$ cat config.mk
export PLATFORM = sky130hd
export DESIGN_NAME = lsr_sharpen
export DESIGN_NICKNAME = d
export VERILOG_FILES = /design/src/hdl/laplacian_sharpen_rgb_defines.svh /design/src/hdl/lsr_pkg.sv /design/src/hdl/lsr_sharpen.sv
export SDC_FILE = /design/constraint.sdc
export NUM_CORES = 1
export LEC_CHECK = 0
export ABC_AREA = 0
export BUFFER_PORTS_ARGS = -buffer_cell sky130_fd_sc_hd__buf_2
export CAP_MARGIN = 10
export CORE_ASPECT_RATIO = 0.6
export CORE_UTILIZATION = 25
export DETAILED_ROUTE_END_ITERATION = 10
export GPL_TIMING_DRIVEN = 1
export PLACE_DENSITY = 0.4
export SLEW_MARGIN = 20
export SYNTH_ARGS = -nofsm -noshare
export SYNTH_HDL_FRONTEND = slang
export SYNTH_SLANG_ARGS = --single-unit
export TNS_END_PERCENT = 100
$ cat constraint.sdc
create_clock -name vclk -period 32.7
set_input_delay 9.81 -clock vclk [all_inputs]
set_output_delay 9.81 -clock vclk [all_outputs]
set_load 0.05 [all_outputs]
$ cat src/hdl/laplacian_sharpen_rgb_defines.svh
// Assertion macros for the Laplacian sharpening block.
// Expects clk and rst_n in the scope of use; no other dependencies.
`ifndef LAPLACIAN_SHARPEN_RGB_DEFINES_SVH
`define LAPLACIAN_SHARPEN_RGB_DEFINES_SVH
`ifndef ASSERT_OFF
`define LSR_ASSERT_IMPLIES(lbl, a, b, msg) \
  lbl: assert property (@(posedge clk) disable iff (!rst_n) (a) |-> (b)) else $error(msg);
`define LSR_ASSERT_NEXT(lbl, a, b, msg) \
  lbl: assert property (@(posedge clk) disable iff (!rst_n) (a) |=> (b)) else $error(msg);
`define LSR_ASSERT_NEVER(lbl, a, msg) \
  lbl: assert property (@(posedge clk) disable iff (!rst_n) !(a)) else $error(msg);
`else
`define LSR_ASSERT_IMPLIES(lbl, a, b, msg)
`define LSR_ASSERT_NEXT(lbl, a, b, msg)
`define LSR_ASSERT_NEVER(lbl, a, msg)
`endif
`endif

$ cat src/hdl/lsr_pkg.sv
// Shared types and constants for the Laplacian sharpening block.
// No dependencies.
`default_nettype none
package lsr_pkg;

  typedef struct packed {
    logic [7:0] r;
    logic [7:0] g;
    logic [7:0] b;
  } rgb_t;

  // one line store entry: pixel two rows up and one row up, same column
  typedef struct packed {
    rgb_t upper;
    rgb_t middle;
  } line_t;

  // four-neighbour cross around the centre pixel
  typedef struct packed {
    rgb_t up;
    rgb_t down;
    rgb_t left;
    rgb_t right;
    rgb_t centre;
  } cross_t;

  localparam int CFG_W_W    = 12;
  localparam int CFG_H_W    = 13;
  localparam int CFG_DATA_W = 13;
  localparam int REG_IDX_W  = 2;
  localparam int GAIN_W     = 8;
  localparam int ROW_W      = 13;  // input row counts up to the full height
  localparam int OROW_W     = 12;

  localparam logic [REG_IDX_W-1:0] REG_IMAGE_WIDTH  = 2'd0;
  localparam logic [REG_IDX_W-1:0] REG_IMAGE_HEIGHT = 2'd1;
  localparam logic [REG_IDX_W-1:0] REG_GAIN         = 2'd2;

  localparam logic OP_PIXEL = 1'b0;
  localparam logic OP_FLUSH = 1'b1;

  localparam logic [CFG_H_W-1:0] MAX_HEIGHT    = 13'd4096;
  localparam logic [CFG_H_W-1:0] RST_HEIGHT    = 13'd480;
  localparam int                 RST_WIDTH     = 640;
  localparam logic [GAIN_W-1:0]  RST_GAIN      = 8'sd1;

  localparam logic [7:0] PIX_MAX = 8'd255;
  localparam logic [7:0] PIX_MIN = 8'd0;

endpackage
`default_nettype wire

$ cat src/hdl/lsr_sharpen.sv
// Per-colour Laplacian sharpening with clamp, or plain pass-through on the border.
// Depends on lsr_pkg for the pixel and window types.
`default_nettype none
module lsr_sharpen (
  input  wire lsr_pkg::cross_t    win,
  input  wire logic signed [7:0]  gain,
  input  wire logic               border,
  output lsr_pkg::rgb_t           pix
);

  // kernel 0 1 0 / 1 -4 1 / 0 1 0, result = centre - gain * laplacian
  function automatic logic [7:0] sharp_ch(input logic [7:0] u, input logic [7:0] d,
                                          input logic [7:0] l, input logic [7:0] r,
                                          input logic [7:0] c,
                                          input logic signed [7:0] g);
    logic signed [10:0] lap;
    logic signed [18:0] prod;
    logic signed [19:0] res;
    lap  = $signed({3'b000, u}) + $signed({3'b000, d}) + $signed({3'b000, l})
         + $signed({3'b000, r}) - $signed({1'b0, c, 2'b00});
    prod = 19'(g) * 19'(lap);
    res  = $signed({12'd0, c}) - 20'(prod);
    if (res < 20'sd0) begin
      sharp_ch = lsr_pkg::PIX_MIN;
    end else if (res > 20'sd255) begin
      sharp_ch = lsr_pkg::PIX_MAX;
    end else begin
      sharp_ch = res[7:0];
    end
  endfunction

  always_comb begin
    if (border) begin
      pix = win.centre;
    end else begin
      pix.r = sharp_ch(win.up.r, win.down.r, win.left.r, win.right.r, win.centre.r, gain);
      pix.g = sharp_ch(win.up.g, win.down.g, win.left.g, win.right.g, win.centre.g, gain);
      pix.b = sharp_ch(win.up.b, win.down.b, win.left.b, win.right.b, win.centre.b, gain);
    end
  end

endmodule
`default_nettype wire
==> out/results.tsv <==
metric	value	unit
setup_viol	0	
crit_arrival	19.37	ns
finalMaxSlewViolations	0	
cp-start-kind	primary input	
rsz0062_at_grt	false	
holdBufCountCts	0	
dieWidth	319.3	um
crit_path_max_fanout	7	
seq_area_frac_synth	0	
status	completed	
fin_crit_sh	0.8923	
drv_cap	0	
grt_pass1_wl	71.74	mm
die-area	0.06141	mm^2
yosysMostFrequentCell	inv_1	
drt_iter0_markers	598	
setup_tns	0	ns
slowest_stage	fa_1	
timing.fmax	34.27	MHz
netlist_instances	1756	
cts_resized	0	
antenna_left	0	
dpl-instance-area	0.01675	mm^2
gp_congestion	0.8471	
drc_errors	0	
end_kind	output pin	
worst_slew_pin_slew	1.057	ns
seq_cells	0	
period_needed	29.18	ns
final.fill_count	6436	
core_area	0.05940	mm^2
cp_data_required_time	22.89	ns
clockBufferCount	0	
ys_top_cells_by_count	323 x inv_1, 261 x fa_1, 234 x ha_1, 157 x and2_1, 139 x nand2_1	
antenna_found_initial	1	
finalCoreUtilization	0.2822	
grt_pass1_vias	12860	
place_hpwl	37.04	mm
vias_per_cell	4.522	
ios	153	
yosysTopAreaCellShare	0.3461	
regArea	0	um^2
area_growth	11.01	%
min_path_cells	4	
hold_violations	0	
nNetsFinal	2502	
yosysUniqueCellTypes	66	
portBuffers	153	
path_class	in2out	
ys_warn_count	0	
cts_setup_buffers	0	
synth_area	0.01510	mm^2
hold_path_class	in2out	
route.detailed.wl_per_inst	16.33	um
num_vias	12020	
die_y	192.4	um
drt_wl_total	43.43	mm
synth_area_leaders	fa_1 35%, ha_1 19%, inv_1 8.0%	
drive_gt1_frac	0.09435	
stdcell_area	0.01676	mm^2
synth_fp_nets	2380	
initial_core_util	0.2542	
syn_area_per_cell	8.598	um^2
rows	69	
synth.largest_area_cell	fa_1	
crit_path_max_incr_delay	0.64	ns
grt-ovfl-total	0	
first_pass_iters	5	
grt_max_degree	44	
grt_util_all_layers	0.1451	
max_slew_margin	0.2901	
cpMostUsedCell	fa_1	
## logic make-up (layout without fill, tap and decap cells)
family                     after synthesis  count (layout)  share of synthesized area
adders and majority gates              495             495                     0.5400
and+or+nand+nor                        473             473                     0.1589
buffers and inverters                  367             487                    0.09149
AOI/OAI and AO/OA                      285             285                     0.1301
xor gates and xnor gates               129             129                    0.07483
muxes                                    7               7                   0.004641
other                                    0               2                          0
## cells in the final DEF, fill, tap and decap left out, types with 24 or more instances in the layout
| cell type | n |
|---|---|
| ha_1 | 234 |
| nand3_1 | 24 |
| xnor2_1 | 85 |
| xor2_1 | 44 |
| nor2_1 | 80 |
| a21o_1 | 35 |
| fa_1 | 261 |
| o21ai_0 | 40 |
| nand2_1 | 139 |
| buf_2 | 153 |
| and2_1 | 157 |
| inv_1 | 323 |
| a21oi_1 | 82 |
## metal layers
layer / GRT usage / vias to the layer above / share of wire
li1: - / 5954 / -
met1: 0.2444 / 5933 / 0.59
met2: 0.2104 / 131 / 0.39
met3: 0.002309 / 6 / 0.018
met4: 0.004068 / 0 / 0.0033
met5: 0 / - / 0
## stage by stage
step | setup slack (ns) | instances | hold WS, ns
2_1_floorplan | 4.232 | 1756 | 19.91
3_3_place_gp | 3.647 | 2657 | 20.02
3_5_place_dp | 3.595 | 2657 | 20.02
4_1_cts | 3.552 | 2657 | 20.02
5_1_grt | 3.087 | 2657 | 20.04
6_report | 3.522 | 2659 | 20.02
## worst max-delay path: cells and delay by family
kind / cells / cell delay [ns]
adder cells (fa/ha/maj): 10 / 4.55
AO/OA/AOI/OAI: 9 / 2.35
AND/OR/NAND/NOR: 7 / 2.01
buffers and inverters: 5 / 0.66
## worst paths after layout
| kind | startpoint | end | slack [ns] |
|---|---|---|---|
| worst min-delay path | win[5] | pix[5] | 20.02 |
| worst max-delay path | win[16] | pix[18] | 3.52 |
## area by class of cell
cell class | count | area [um^2] | area share
multi-input combinational | 1389 | 13720 | 0.8184
inverter | 323 | 1212 | 0.07234
tap | 781 | 977.2 | 0.05831
timing repair buffer | 164 | 848.3 | 0.05062
antenna | 2 | 5.005 | 0.0002986
